<file path="config.mk">
export PLATFORM = sky130hd
export DESIGN_NAME = max_priority_queue_unsorted_unit_flat
export DESIGN_NICKNAME = d
export VERILOG_FILES = /design/src/hdl/mpq_pkg.sv /design/src/hdl/mpq_item_if.sv /design/src/hdl/mpq_result_if.sv /design/src/hdl/mpq_ram.sv /design/src/hdl/mpq_core.sv /design/src/hdl/max_priority_queue_unsorted_unit.sv /design/src/flat_wrapper.sv
export VERILOG_INCLUDE_DIRS = /design/src /design/src/hdl
export SDC_FILE = /design/constraint.sdc
export NUM_CORES = 2
export LEC_CHECK = 0
export BUFFER_PORTS_ARGS = -buffer_cell sky130_fd_sc_hd__buf_2
export CAP_MARGIN = 20
export CORE_MARGIN = 5
export CORE_UTILIZATION = 50
export CTS_CLUSTER_DIAMETER = 50
export DETAILED_ROUTE_END_ITERATION = 12
export PLACE_DENSITY = 0.62
export SYNTH_ARGS = -nofsm -noshare
export SYNTH_HDL_FRONTEND = slang
export SYNTH_SLANG_ARGS = --single-unit
</file>
<file path="constraint.sdc">
create_clock -name clk -period 13.85 [get_ports clk]
set_input_delay 1.385 -clock clk [delete_from_list [all_inputs] [get_ports clk]]
set_output_delay 1.385 -clock clk [all_outputs]
set_load 0.02 [all_outputs]
</file>
<file path="src/hdl/assert_macros.svh">
// ---------------------------------------------------------------------------
// Assertion macros used by the priority queue core.
// ---------------------------------------------------------------------------
`ifndef ASSERT_MACROS_SVH
`define ASSERT_MACROS_SVH

// Check that a property holds at every rising edge outside reset.
`define MPQ_ASSERT(label, clk, rst_n, prop, msg) \
    label: assert property (@(posedge clk) disable iff (!rst_n) prop) else $error(msg);

// Check that a condition never holds at a rising edge outside reset.
`define MPQ_ASSERT_NEVER(label, clk, rst_n, cond, msg) \
    label: assert property (@(posedge clk) disable iff (!rst_n) !(cond)) else $error(msg);

`endif

</file>
<file path="src/hdl/mpq_pkg.sv">
// ---------------------------------------------------------------------------
// mpq_pkg
// Types and constants of the unsorted-array max priority queue.
// ---------------------------------------------------------------------------
`timescale 1ns / 1ps
`default_nettype none

package mpq_pkg;

    // Operation codes carried in the mode field
    localparam logic MODE_INSERT = 1'b0;
    localparam logic MODE_REMOVE = 1'b1;

    // Marker for "no value"
    localparam logic signed [31:0] NONE_VALUE = 32'hFFFF_FFFF;

    typedef enum logic [1:0] {
        ST_OK       = 2'd0,
        ST_OVERFLOW = 2'd1,
        ST_EMPTY    = 2'd2
    } status_t;

    typedef enum logic [1:0] {
        S_IDLE,
        S_SCAN,
        S_FINISH
    } state_t;

    // Result word handed from the core to the output register
    typedef struct packed {
        status_t            status;
        logic signed [31:0] removed_value;
        logic signed [31:0] max_value;
        logic [7:0]         count;
    } res_t;

endpackage

`default_nettype wire

</file>
<file path="src/hdl/mpq_item_if.sv">
// ---------------------------------------------------------------------------
// mpq_item_if
// Valid/ready channel carrying one queue operation word.
// ---------------------------------------------------------------------------
`timescale 1ns / 1ps
`default_nettype none

interface mpq_item_if;
    logic               valid;
    logic               ready;
    logic               mode;
    logic signed [31:0] value;

    modport source (output valid, output mode, output value, input ready);
    modport sink   (input valid, input mode, input value, output ready);
endinterface

`default_nettype wire

</file>
<file path="src/hdl/mpq_result_if.sv">
// ---------------------------------------------------------------------------
// mpq_result_if
// Valid/ready channel carrying one queue result word.
// ---------------------------------------------------------------------------
`timescale 1ns / 1ps
`default_nettype none

interface mpq_result_if;
    import mpq_pkg::*;

    logic               valid;
    logic               ready;
    status_t            status;
    logic signed [31:0] removed_value;
    logic signed [31:0] max_value;
    logic [7:0]         count;

    modport source (output valid, output status, output removed_value,
                    output max_value, output count, input ready);
    modport sink   (input valid, input status, input removed_value,
                    input max_value, input count, output ready);
endinterface

`default_nettype wire

</file>
<file path="src/hdl/mpq_ram.sv">
// ---------------------------------------------------------------------------
// mpq_ram
// Generic simple dual-port RAM: one write port, one registered read port.
// ---------------------------------------------------------------------------
`timescale 1ns / 1ps
`default_nettype none

module mpq_ram #(
    parameter int WIDTH = 32,
    parameter int DEPTH = 128
) (
    input  wire logic                     clk,
    input  wire logic                     wr_en,
    input  wire logic [$clog2(DEPTH)-1:0] wr_addr,
    input  wire logic [WIDTH-1:0]         wr_data,
    input  wire logic                     rd_en,
    input  wire logic [$clog2(DEPTH)-1:0] rd_addr,
    output      logic [WIDTH-1:0]         rd_data
);

    logic [WIDTH-1:0] mem [DEPTH];

    // Write and registered read
    always_ff @(posedge clk)
    begin
        if (wr_en)
        begin
            mem[wr_addr] <= wr_data;
        end
        if (rd_en)
        begin
            rd_data <= mem[rd_addr];
        end
    end

endmodule

`default_nettype wire

</file>
<file path="src/hdl/mpq_core.sv">
// ---------------------------------------------------------------------------
// mpq_core
// Sequencer of the queue: appends on insert, and on a non-empty remove makes one pass
// over the store that finds the first maximum, shifts the tail down and
// gathers the new maximum.
// ---------------------------------------------------------------------------
`timescale 1ns / 1ps
`default_nettype none

module mpq_core #(
    parameter int CAPACITY = 128
) (
    input  wire logic                        clk,
    input  wire logic                        rst_n,
    mpq_item_if.sink                         item,
    input  wire logic                        slot_free,
    output      logic                        res_valid,
    output      mpq_pkg::res_t               res,
    output      logic                        ram_wr_en,
    output      logic [$clog2(CAPACITY)-1:0] ram_wr_addr,
    output      logic [31:0]                 ram_wr_data,
    output      logic                        ram_rd_en,
    output      logic [$clog2(CAPACITY)-1:0] ram_rd_addr,
    input  wire logic [31:0]                 ram_rd_data
);

    import mpq_pkg::*;

`include "assert_macros.svh"

    localparam int AW = $clog2(CAPACITY);
    localparam int CW = $clog2(CAPACITY + 1);
    localparam logic [CW-1:0] CAP_C = CW'(CAPACITY);

    state_t             state_reg, state_next;
    logic               mode_reg;
    logic signed [31:0] value_reg;
    logic [CW-1:0]      count_reg;
    logic signed [31:0] max_reg;
    logic [CW-1:0]      rd_addr_reg;
    logic               dv_reg;
    logic [CW-1:0]      d_addr_reg;
    logic               found_reg;
    logic signed [31:0] nm_reg;
    logic               nmv_reg;

    logic               accept;
    logic               start_scan;
    logic               issue;
    logic               last;
    logic               hit;
    logic               keep;
    logic               finish_fire;
    logic               full;
    logic               empty;
    logic               ins_ok;
    logic               rem_ok;
    logic signed [31:0] ins_max;
    logic signed [31:0] rd_val;
    logic [CW-1:0]      shift_addr;
    logic [CW-1:0]      count_new;
    logic signed [31:0] max_new;
    logic [CW+7:0]      cnt_ext;

    // Scan bookkeeping
    assign accept      = item.valid && item.ready;
    assign full        = (count_reg >= CAP_C);
    assign empty       = (count_reg == '0);
    assign start_scan  = accept && (item.mode == MODE_REMOVE) && !empty;
    assign issue       = (state_reg == S_SCAN) && (rd_addr_reg < count_reg);
    assign rd_val      = $signed(ram_rd_data);
    assign last        = dv_reg && (d_addr_reg == count_reg - 1'b1);
    assign hit         = dv_reg && !found_reg && (rd_val == max_reg);
    assign keep        = dv_reg && !hit;
    assign shift_addr  = d_addr_reg - 1'b1;
    assign finish_fire = (state_reg == S_FINISH) && slot_free;
    assign ins_ok      = (mode_reg == MODE_INSERT) && !full;
    assign rem_ok      = (mode_reg == MODE_REMOVE) && !empty;
    assign ins_max     = (empty || (value_reg > max_reg)) ? value_reg : max_reg;

    // Memory ports: reads run ahead, shift writes trail one place behind
    assign ram_rd_en   = issue;
    assign ram_rd_addr = rd_addr_reg[AW-1:0];
    assign ram_wr_en   = (dv_reg && found_reg) || (finish_fire && ins_ok);
    assign ram_wr_addr = (state_reg == S_FINISH) ? count_reg[AW-1:0] : shift_addr[AW-1:0];
    assign ram_wr_data = (state_reg == S_FINISH) ? value_reg : ram_rd_data;

    // Next state and result word
    always_comb
    begin
        state_next = state_reg;
        item.ready = 1'b0;
        res_valid  = 1'b0;
        count_new  = count_reg;
        max_new    = max_reg;
        res.status = ST_OK;
        res.removed_value = NONE_VALUE;

        if (ins_ok)
        begin
            count_new = count_reg + 1'b1;
            max_new   = ins_max;
        end
        else if (rem_ok)
        begin
            count_new = count_reg - 1'b1;
            max_new   = nmv_reg ? nm_reg : NONE_VALUE;
            res.removed_value = max_reg;
        end
        else if (mode_reg == MODE_INSERT)
        begin
            res.status = ST_OVERFLOW;
        end
        else
        begin
            res.status = ST_EMPTY;
        end

        cnt_ext       = {8'b0, count_new};
        res.max_value = max_new;
        res.count     = cnt_ext[7:0];

        case (state_reg)
            S_IDLE:
            begin
                item.ready = 1'b1;
                if (item.valid)
                begin
                    state_next = start_scan ? S_SCAN : S_FINISH;
                end
            end
            S_SCAN:
            begin
                if (last)
                begin
                    state_next = S_FINISH;
                end
            end
            S_FINISH:
            begin
                if (slot_free)
                begin
                    res_valid  = 1'b1;
                    state_next = S_IDLE;
                end
            end
            default:
            begin
                state_next = S_IDLE;
            end
        endcase
    end

    // State register
    always_ff @(posedge clk or negedge rst_n)
    begin
        if (!rst_n)
        begin
            state_reg <= S_IDLE;
        end
        else
        begin
            state_reg <= state_next;
        end
    end

    // Queue state: count and current maximum
    always_ff @(posedge clk or negedge rst_n)
    begin
        if (!rst_n)
        begin
            count_reg <= '0;
            max_reg   <= NONE_VALUE;
        end
        else if (finish_fire)
        begin
            count_reg <= count_new;
            max_reg   <= max_new;
        end
    end

    // Scan control
    always_ff @(posedge clk or negedge rst_n)
    begin
        if (!rst_n)
        begin
            rd_addr_reg <= '0;
            dv_reg      <= 1'b0;
            found_reg   <= 1'b0;
            nmv_reg     <= 1'b0;
        end
        else
        begin
            dv_reg <= issue;
            if (start_scan)
            begin
                rd_addr_reg <= '0;
                found_reg   <= 1'b0;
                nmv_reg     <= 1'b0;
            end
            else
            begin
                if (issue)
                begin
                    rd_addr_reg <= rd_addr_reg + 1'b1;
                end
                if (hit)
                begin
                    found_reg <= 1'b1;
                end
                if (keep)
                begin
                    nmv_reg <= 1'b1;
                end
            end
        end
    end

    // Item hold and scan data path
    always_ff @(posedge clk)
    begin
        if (accept)
        begin
            mode_reg  <= item.mode;
            value_reg <= item.value;
        end
        d_addr_reg <= rd_addr_reg;
        if (keep && (!nmv_reg || (rd_val > nm_reg)))
        begin
            nm_reg <= rd_val;
        end
    end

    `MPQ_ASSERT_NEVER(a_count_range, clk, rst_n, count_reg > CAP_C, "count beyond capacity")
    `MPQ_ASSERT(a_read_in_range, clk, rst_n, dv_reg |-> (d_addr_reg < count_reg), "scan read past the last entry")
    `MPQ_ASSERT(a_max_found, clk, rst_n, (state_reg == S_FINISH && rem_ok) |-> found_reg, "stored maximum not found in scan")
    `MPQ_ASSERT(a_shift_behind, clk, rst_n, (dv_reg && found_reg) |-> (d_addr_reg != '0), "shift write below entry zero")

endmodule

`default_nettype wire

</file>
<file path="src/hdl/max_priority_queue_unsorted_unit.sv">
// ---------------------------------------------------------------------------
// max_priority_queue_unsorted_unit
// Max priority queue kept as an unsorted array in one RAM.
// ---------------------------------------------------------------------------
//  channel   dir   word
//  item      in    mode (0 insert, 1 remove), value
//  result    out   status, removed_value, max_value, count
//
//  Insert and any failed remove go from acceptance straight to the finish state and
//  then into the output register. A remove first makes one pass over the stored
//  entries through the RAM read port, with the shift write trailing one place behind.
//  The current maximum is held in a register, so inserts need no scan.
//  Reset clears the count and the maximum; RAM contents need no clearing.
//  A finished result waits in the output register; a new item is taken then.
// ---------------------------------------------------------------------------
`timescale 1ns / 1ps
`default_nettype none

module max_priority_queue_unsorted_unit #(
    parameter int CAPACITY = 128
) (
    input  wire logic    clk,
    input  wire logic    rst_n,
    mpq_item_if.sink     item,
    mpq_result_if.source result
);

    import mpq_pkg::*;

    localparam int AW = $clog2(CAPACITY);

    logic          slot_free;
    logic          res_valid;
    res_t          res;
    res_t          res_reg;
    logic          out_valid_reg;
    logic          ram_wr_en;
    logic [AW-1:0] ram_wr_addr;
    logic [31:0]   ram_wr_data;
    logic          ram_rd_en;
    logic [AW-1:0] ram_rd_addr;
    logic [31:0]   ram_rd_data;

    mpq_core #(
        .CAPACITY (CAPACITY)
    ) u_core (
        .clk         (clk),
        .rst_n       (rst_n),
        .item        (item),
        .slot_free   (slot_free),
        .res_valid   (res_valid),
        .res         (res),
        .ram_wr_en   (ram_wr_en),
        .ram_wr_addr (ram_wr_addr),
        .ram_wr_data (ram_wr_data),
        .ram_rd_en   (ram_rd_en),
        .ram_rd_addr (ram_rd_addr),
        .ram_rd_data (ram_rd_data)
    );

    mpq_ram #(
        .WIDTH (32),
        .DEPTH (CAPACITY)
    ) u_store (
        .clk     (clk),
        .wr_en   (ram_wr_en),
        .wr_addr (ram_wr_addr),
        .wr_data (ram_wr_data),
        .rd_en   (ram_rd_en),
        .rd_addr (ram_rd_addr),
        .rd_data (ram_rd_data)
    );

    // Output slot is free when empty or being drained this cycle
    assign slot_free = !out_valid_reg || result.ready;

    // Output valid: load on a new word, drop once taken
    always_ff @(posedge clk or negedge rst_n)
    begin
        if (!rst_n)
        begin
            out_valid_reg <= 1'b0;
        end
        else if (res_valid)
        begin
            out_valid_reg <= 1'b1;
        end
        else if (result.ready)
        begin
            out_valid_reg <= 1'b0;
        end
    end

    // Output payload
    always_ff @(posedge clk)
    begin
        if (res_valid)
        begin
            res_reg <= res;
        end
    end

    assign result.valid         = out_valid_reg;
    assign result.status        = res_reg.status;
    assign result.removed_value = res_reg.removed_value;
    assign result.max_value     = res_reg.max_value;
    assign result.count         = res_reg.count;

endmodule

`default_nettype wire
</file>
<file path="src/flat_wrapper.sv">
// flat-port wrapper written by rule: the top's interface ports become plain ports
module max_priority_queue_unsorted_unit_flat import mpq_pkg::*;
#(
    parameter int CAPACITY = 128
)
  (clk, rst_n, item_valid, item_mode, item_value, item_ready, result_valid, result_status, result_removed_value, result_max_value, result_count, result_ready);
  mpq_item_if item_i ();
  mpq_result_if result_i ();
  input  wire logic clk;
  input  wire logic rst_n;
  input wire logic [$bits(item_i.valid)-1:0] item_valid;
  input wire logic [$bits(item_i.mode)-1:0] item_mode;
  input wire logic [$bits(item_i.value)-1:0] item_value;
  output wire logic [$bits(item_i.ready)-1:0] item_ready;
  output wire logic [$bits(result_i.valid)-1:0] result_valid;
  output wire logic [$bits(result_i.status)-1:0] result_status;
  output wire logic [$bits(result_i.removed_value)-1:0] result_removed_value;
  output wire logic [$bits(result_i.max_value)-1:0] result_max_value;
  output wire logic [$bits(result_i.count)-1:0] result_count;
  input wire logic [$bits(result_i.ready)-1:0] result_ready;
  assign item_i.valid = item_valid;
  assign item_i.mode = item_mode;
  assign item_i.value = item_value;
  assign item_ready = item_i.ready;
  assign result_valid = result_i.valid;
  assign result_status = result_i.status;
  assign result_removed_value = result_i.removed_value;
  assign result_max_value = result_i.max_value;
  assign result_count = result_i.count;
  assign result_i.ready = result_ready;
  max_priority_queue_unsorted_unit #(.CAPACITY(CAPACITY)) u_core (.clk(clk), .rst_n(rst_n), .item(item_i), .result(result_i));
endmodule
</file>
# Word level (Yosys, flattened, before mapping)

Memory sizes are Yosys's and may differ from the RTL's. A register that Yosys moved wholly into a read port is not among the register bits.
Index checks and enable logic that the tools add are counted.

Register bits after elaboration: 201
Bits in writable memories: 4096
Memories: 1
Word-level logic and storage cells: 94
Bits of input ports: 37

Mux-type cells: 27
Add/sub/neg operators: 4
Eq/ne operators: 7
Bitwise logic cells: 2
Order comparisons: 4
Reductions and logical operators: 33

Memories:

| memory             | depth | width | read ports | clocked after Yosys merged registers in | wr ports | RTL line      | RTL |
|---|---|---|---|---|---|---|---|
| u_core.u_store.mem | 128   | 32    | 1          | 1                                       | 1        | mpq_ram.sv:21 | `logic [WIDTH-1:0] mem [DEPTH];` |

Operators with widths:

| cell                  | number |
|---|---|
| $mux W32              | 5 |
| $gt A32 B32 Y1        | 2 |
| $eq A32 B32 Y1        | 1 |
| $mux W8               | 4 |
| $add A8 B1 Y8 const B | 2 |
| $logic_and A1 B1 Y1   | 14 |
| $mux W1               | 11 |
| $mux W2               | 5 |
| $eq A8 B8 Y1          | 1 |
| $ge A8 B8 Y1 const B  | 1 |
| $logic_not A8 Y1      | 1 |
| $lt A8 B8 Y1          | 1 |
| $reduce_bool A2 Y1    | 4 |
| $sub A8 B1 Y8 const B | 1 |
| $mux W7               | 1 |
| $sub A7 B1 Y7 const B | 1 |
| $logic_not A1 Y1      | 6 |
| $ne A2 B2 Y1 const B  | 3 |
| $pmux W2 S3           | 1 |
| $logic_or A1 B1 Y1    | 4 |
| $reduce_or A2 Y1      | 2 |
| $reduce_and A3 Y1     | 1 |
| $eq A2 B1 Y1 const B  | 1 |
| $eq A2 B2 Y1 const B  | 1 |
| other kinds (2)       | 3 |

# Depth between registers and ports, before layout

Depth after elaboration: 8
Gate-level depth with buffers: 11

# By module

From an unflattened synthesis, not the netlist that was laid out.

Cells, all modules: 6992
Area total of the unflattened synthesis: 167340.5 µm²

By module, submodules not included:

| module                           | instances | sequential area each (µm²) | area each (µm²) | cells an instance |
|---|---|---|---|---|
| mpq_ram                          | 1         | 123958.9                   | 156596.4        | 5990 |
| mpq_core                         | 1         | 3478.3                     | 8474.4          | 925 |
| max_priority_queue_unsorted_unit | 1         | 2247.2                     | 2269.7          | 77 |

# Least setup slack after synthesis

OpenSTA, ideal clock, no wires.

Kind: register to register
Start: reg u_core.u_core.state_reg[0]
End: mem u_core.u_store.mem[0][1], data pin
Library setup time: 1.198 ns
Period minus slack after synthesis: 7.305 ns
Cell stages (with the launch flop): 6
Required time: 12.652 ns
Arrival time: 6.107 ns
Path slack: 6.545 ns
Path through: dfrtp_1 -> nand2b_1 -> clkbuf_1 -> clkbuf_1 -> buf_1 -> o21ai_0

Word-level cells in the longest chain between the ends: 2

RTL lines:

| element                   | RTL line                               | RTL |
|---|---|---|
| from (decl)               | mpq_core.sv:35                         | `state_t state_reg, state_next;` |
| from (signal assigned)    | mpq_core.sv:163                        | `state_reg <= state_next;` |
| $eq A2 B2 Y1              | mpq_core.sv:86                         | `assign ram_wr_data = (state_reg == S_FINISH) ? value_reg : ram_rd_data;` |
| $mux W32                  | mpq_core.sv:86                         |  |
| net u_core.ram_wr_data[1] | max_priority_queue_unsorted_unit.sv:39 | `logic [31:0] ram_wr_data;` |
| to (decl)                 | mpq_ram.sv:21                          |  |

The timed path passes the listed nets, and every way through them passes these cells.

# Final worst setup path

Start: reg u_core.u_core.rd_addr_reg[0]
End: reg u_core.u_store.rd_data[23], read port of u_core.u_store.mem, data pin

Word-level cells in the longest chain between the ends: 2

RTL lines:

| element                | RTL line        | RTL |
|---|---|---|
| from (decl)            | mpq_core.sv:40  | `logic [CW-1:0] rd_addr_reg;` |
| from (signal assigned) | mpq_core.sv:205 | `rd_addr_reg <= rd_addr_reg + 1'b1;` |
| $lt A8 B8 Y1           | mpq_core.sv:70  | `assign issue = (state_reg == S_SCAN) && (rd_addr_reg < count_reg);` |
| $logic_and A1 B1 Y1    | mpq_core.sv:70  |  |
| to (decl)              | mpq_ram.sv:18   | `output logic [WIDTH-1:0] rd_data` |

Several ways; a longest one is shown, not always the timed one.
A chain may end at the register's enable or synchronous reset.

==> results.json <==
{
  "status": "finished clean",
  "drive_gt1_share_pct": 32.70,
  "drc": 0,
  "start_util_pct": 50.06,
  "ir_worst_vdd_mv": 0.1193,
  "drv_cap": 0,
  "netlist_instances": 7151,
  "cp_max_fo": 38,
  "tightestPinTransition_ps": 1292,
  "die_x_um": 589.8,
  "cp.required_ps": 14550,
  "grt-ovfl-total": 0,
  "via_per_inst": 6.518,
  "cts_tree": "yes",
  "holdBufCountCts": 0,
  "path_clk_slew_ps": 70,
  "clk_path_buf_depth": 4,
  "numCtsBuffers": 451,
  "cts_sinks": 4329,
  "yosys_warnings": 0,
  "p_leak_nw": 73.13,
  "finalCriticalPeriod_ps": 5825,
  "start_kind": "register",
  "hold_class": "register to register",
  "largest_reg_flops": 4096,
  "yosysTopAreaCell": "edfxtp_1",
  "ys_ff_latch": 4329,
  "fillers": 23956,
  "multiInputGateArea_mm2": 0.03770,
  "maxSlewViolCount": 0,
  "nets": 7714,
  "seqCellArea_mm2": 0.1297,
  "die_area_mm2": 0.3479,
  "synth_enable_flop_cells": 4267,
  "die_y_um": 589.8,
  "track_usage_pct": 25.38,
  "areaGrowthSynthToFinish_pct": 13.98,
  "port_buffers": 112,
  "synth_commonest_cells": "edfxtp_1 (4,267), mux4_2 (1,311), clkbuf_1 (206)",
  "wl_per_cell_um": 35.86,
  "cts_resized": 0,
  "ys_types": 52,
  "ant_nets": 0,
  "gp_congestion": 0.8591,
  "vias": 80826,
  "tns_ps": 0,
  "root_buffer": "clkbuf_16",
  "end_kind": "register",
  "syn_area_mm2": 0.1681,
  "timing.fmax_mhz": 171.7,
  "clock_latency_ps": 990,
  "yosys.cell_count.top_type": "edfxtp_1",
  "place_ws_ps": 7879,
  "dr.pass1.iters": 5,
  "drtIter0Drc": 11558,
  "critPathArrivalTime_ps": 6530,
  "grt_pass1_vias": 79934,
  "setup_viol": 0,
  "grt_setup_unrepaired": "false",
  "period_share_pct": 42.06,
  "hpwl_um": 251000,
  "max_slew_margin_pct": 13.88,
  "totalWireLength_um": 444800,
  "hold_viol": 0,
  "fin_skew_ps": 70.63,
  "worst_slack_ps": 8025,
  "seq_area_frac_synth_pct": 77.15,
  "grt_pass1_wl_um": 624600,
  "regMostFlops": "u_core.u_store.mem",
  "post-route-util_pct": 57.05,
  "htreeDepth": 5,
  "async_flop_share_pct": 1.247,
  "fp-row-count": 213,
  "grt_max_degree": 134,
  "boundaryPins": 113,
  "post-cts-setup-buffer-count": 0,
  "synthTopCellsByArea": "edfxtp_1 (76%), mux4_2 (18%), ha_1 (0.57%)",
  "core_mm2": 0.3358,
  "synth_top_cell_area_share_pct": 76.23,
  "syn_nets": 7264,
  "syn_avg_cell_area_um2": 23.51,
  "powerDensity_mw_per_mm2": 137.2,
  "antenna_found_initial": 29,
  "ys.flop_type": "edfxtp_1",
  "critPathKind": "register to register"
}
where the power goes:
group | total (W) | internal [W] | switching (W) | leakage (nW)
Sequential | 0.0142 | 0.0142 | 0.00000000000000000000656 | 50.6
Clock | 0.0121 | 0.00704 | 0.00506 | 7.21
Combinational | 0.00000933 | 0.00000373 | 0.00000558 | 15.3
critical path, cell delays in order (launching register included):
cell	delay, ps
dfrtp_4	770
buf_4	780
buf_4	740
buf_4	760
mux4_2	600
mux4_2	520
mux2i_1	540
a22oi_1	440
o21a_1	220
final timing paths:
check | startpoint | endpoint | slack (ps) | cells past startpoint
setup / recovery | u_core.u_core.rd_addr_reg[0]$_DFFE_PN0P_ | u_core.u_store.rd_data[23]$_DFFE_PP_ | 8020 | 8
hold / removal | u_core.u_core.rd_addr_reg[7]$_DFFE_PN0P_ | u_core.u_core.d_addr_reg[7]$_DFF_P_ | 450 | 0
setup reg to reg | u_core.u_core.rd_addr_reg[0]$_DFFE_PN0P_ | u_core.u_store.rd_data[23]$_DFFE_PP_ | 8020 | 8
hold reg to reg | u_core.u_core.rd_addr_reg[7]$_DFFE_PN0P_ | u_core.u_core.d_addr_reg[7]$_DFF_P_ | 450 | 0
max in group asynchronous | rst_n | u_core.u_core.rd_addr_reg[1]$_DFFE_PN0P_ | 12570 | 2
min in group asynchronous | rst_n | u_core.u_core.rd_addr_reg[5]$_DFFE_PN0P_ | 630 | 2
layout by cell type (no fill, tap or decap), types with 17 or more instances in the layout:
| cell | netlist | final |
|---|---|---|
| inv_1 | 111 | 111 |
| xnor2_1 | 48 | 48 |
| o221ai_1 | 32 | 32 |
| a22oi_1 | 35 | 35 |
| clkinvlp_4 | 0 | 22 |
| inv_6 | 0 | 18 |
| a31oi_1 | 35 | 35 |
| buf_4 | 5 | 220 |
| bufinv_16 | 0 | 53 |
| o21ai_4 | 0 | 32 |
| clkbuf_1 | 206 | 68 |
| mux4_2 | 1311 | 1311 |
| nand4_1 | 17 | 17 |
| nor2_1 | 165 | 36 |
| buf_2 | 122 | 112 |
| clkbuf_16 | 0 | 457 |
| o211ai_1 | 36 | 36 |
| ha_1 | 76 | 76 |
| clkinv_4 | 0 | 18 |
| mux2_2 | 39 | 39 |
| nand2_1 | 158 | 149 |
| o21a_1 | 44 | 44 |
| mux2i_1 | 64 | 64 |
| clkinv_1 | 0 | 111 |
| a21oi_1 | 64 | 64 |
| nor2_4 | 0 | 129 |
| o2111ai_1 | 34 | 34 |
| dfstp_2 | 32 | 32 |
| edfxtp_1 | 4267 | 4267 |
| clkinv_2 | 0 | 72 |
| buf_12 | 0 | 36 |
final cells by class:
| class | count | area share [%] |
|---|---|---|
| well taps | 4407 | 2.878 |
| clock buffers | 525 | 6.102 |
| repair buffers | 384 | 1.761 |
| clock inverters | 311 | 1.648 |
| multi-input cells | 2323 | 19.68 |
| inverters | 112 | 0.2207 |
| diodes | 10 | 0.01306 |
| flip-flops and latches | 4329 | 67.70 |
layer usage:
metal	global-route usage, %	vias up	share of wire (%)
met5	0	-	0.0049
met4	7.714	4	3.4
met3	4.984	574	10
met2	37.41	4427	45
met1	38.96	44185	41
li1	-	31636	-
through the flow:
step	hold WS [ps]	std cells	cell area, um^2	power (W)
final	448.7	12401	191600	0.02628
after CTS	439.2	12386	191400	0.02645
after global placement	409.6	11513	175800	0.01445
after floorplan	368.4	7151	168100	0.01444
after global routing	475.0	12393	191600	0.02702
after detailed placement	424.4	11550	176600	0.01445
logic make-up after synthesis:
logic type      share of synthesized area, %
xor+xnor                              0.3022
mux                                    18.21
compound gates                         1.489
flops                                  77.15
fa+ha+maj                             0.5657
simple gates                           1.038
buf+inv                                1.243
Power figures use the tool's default switching activity.
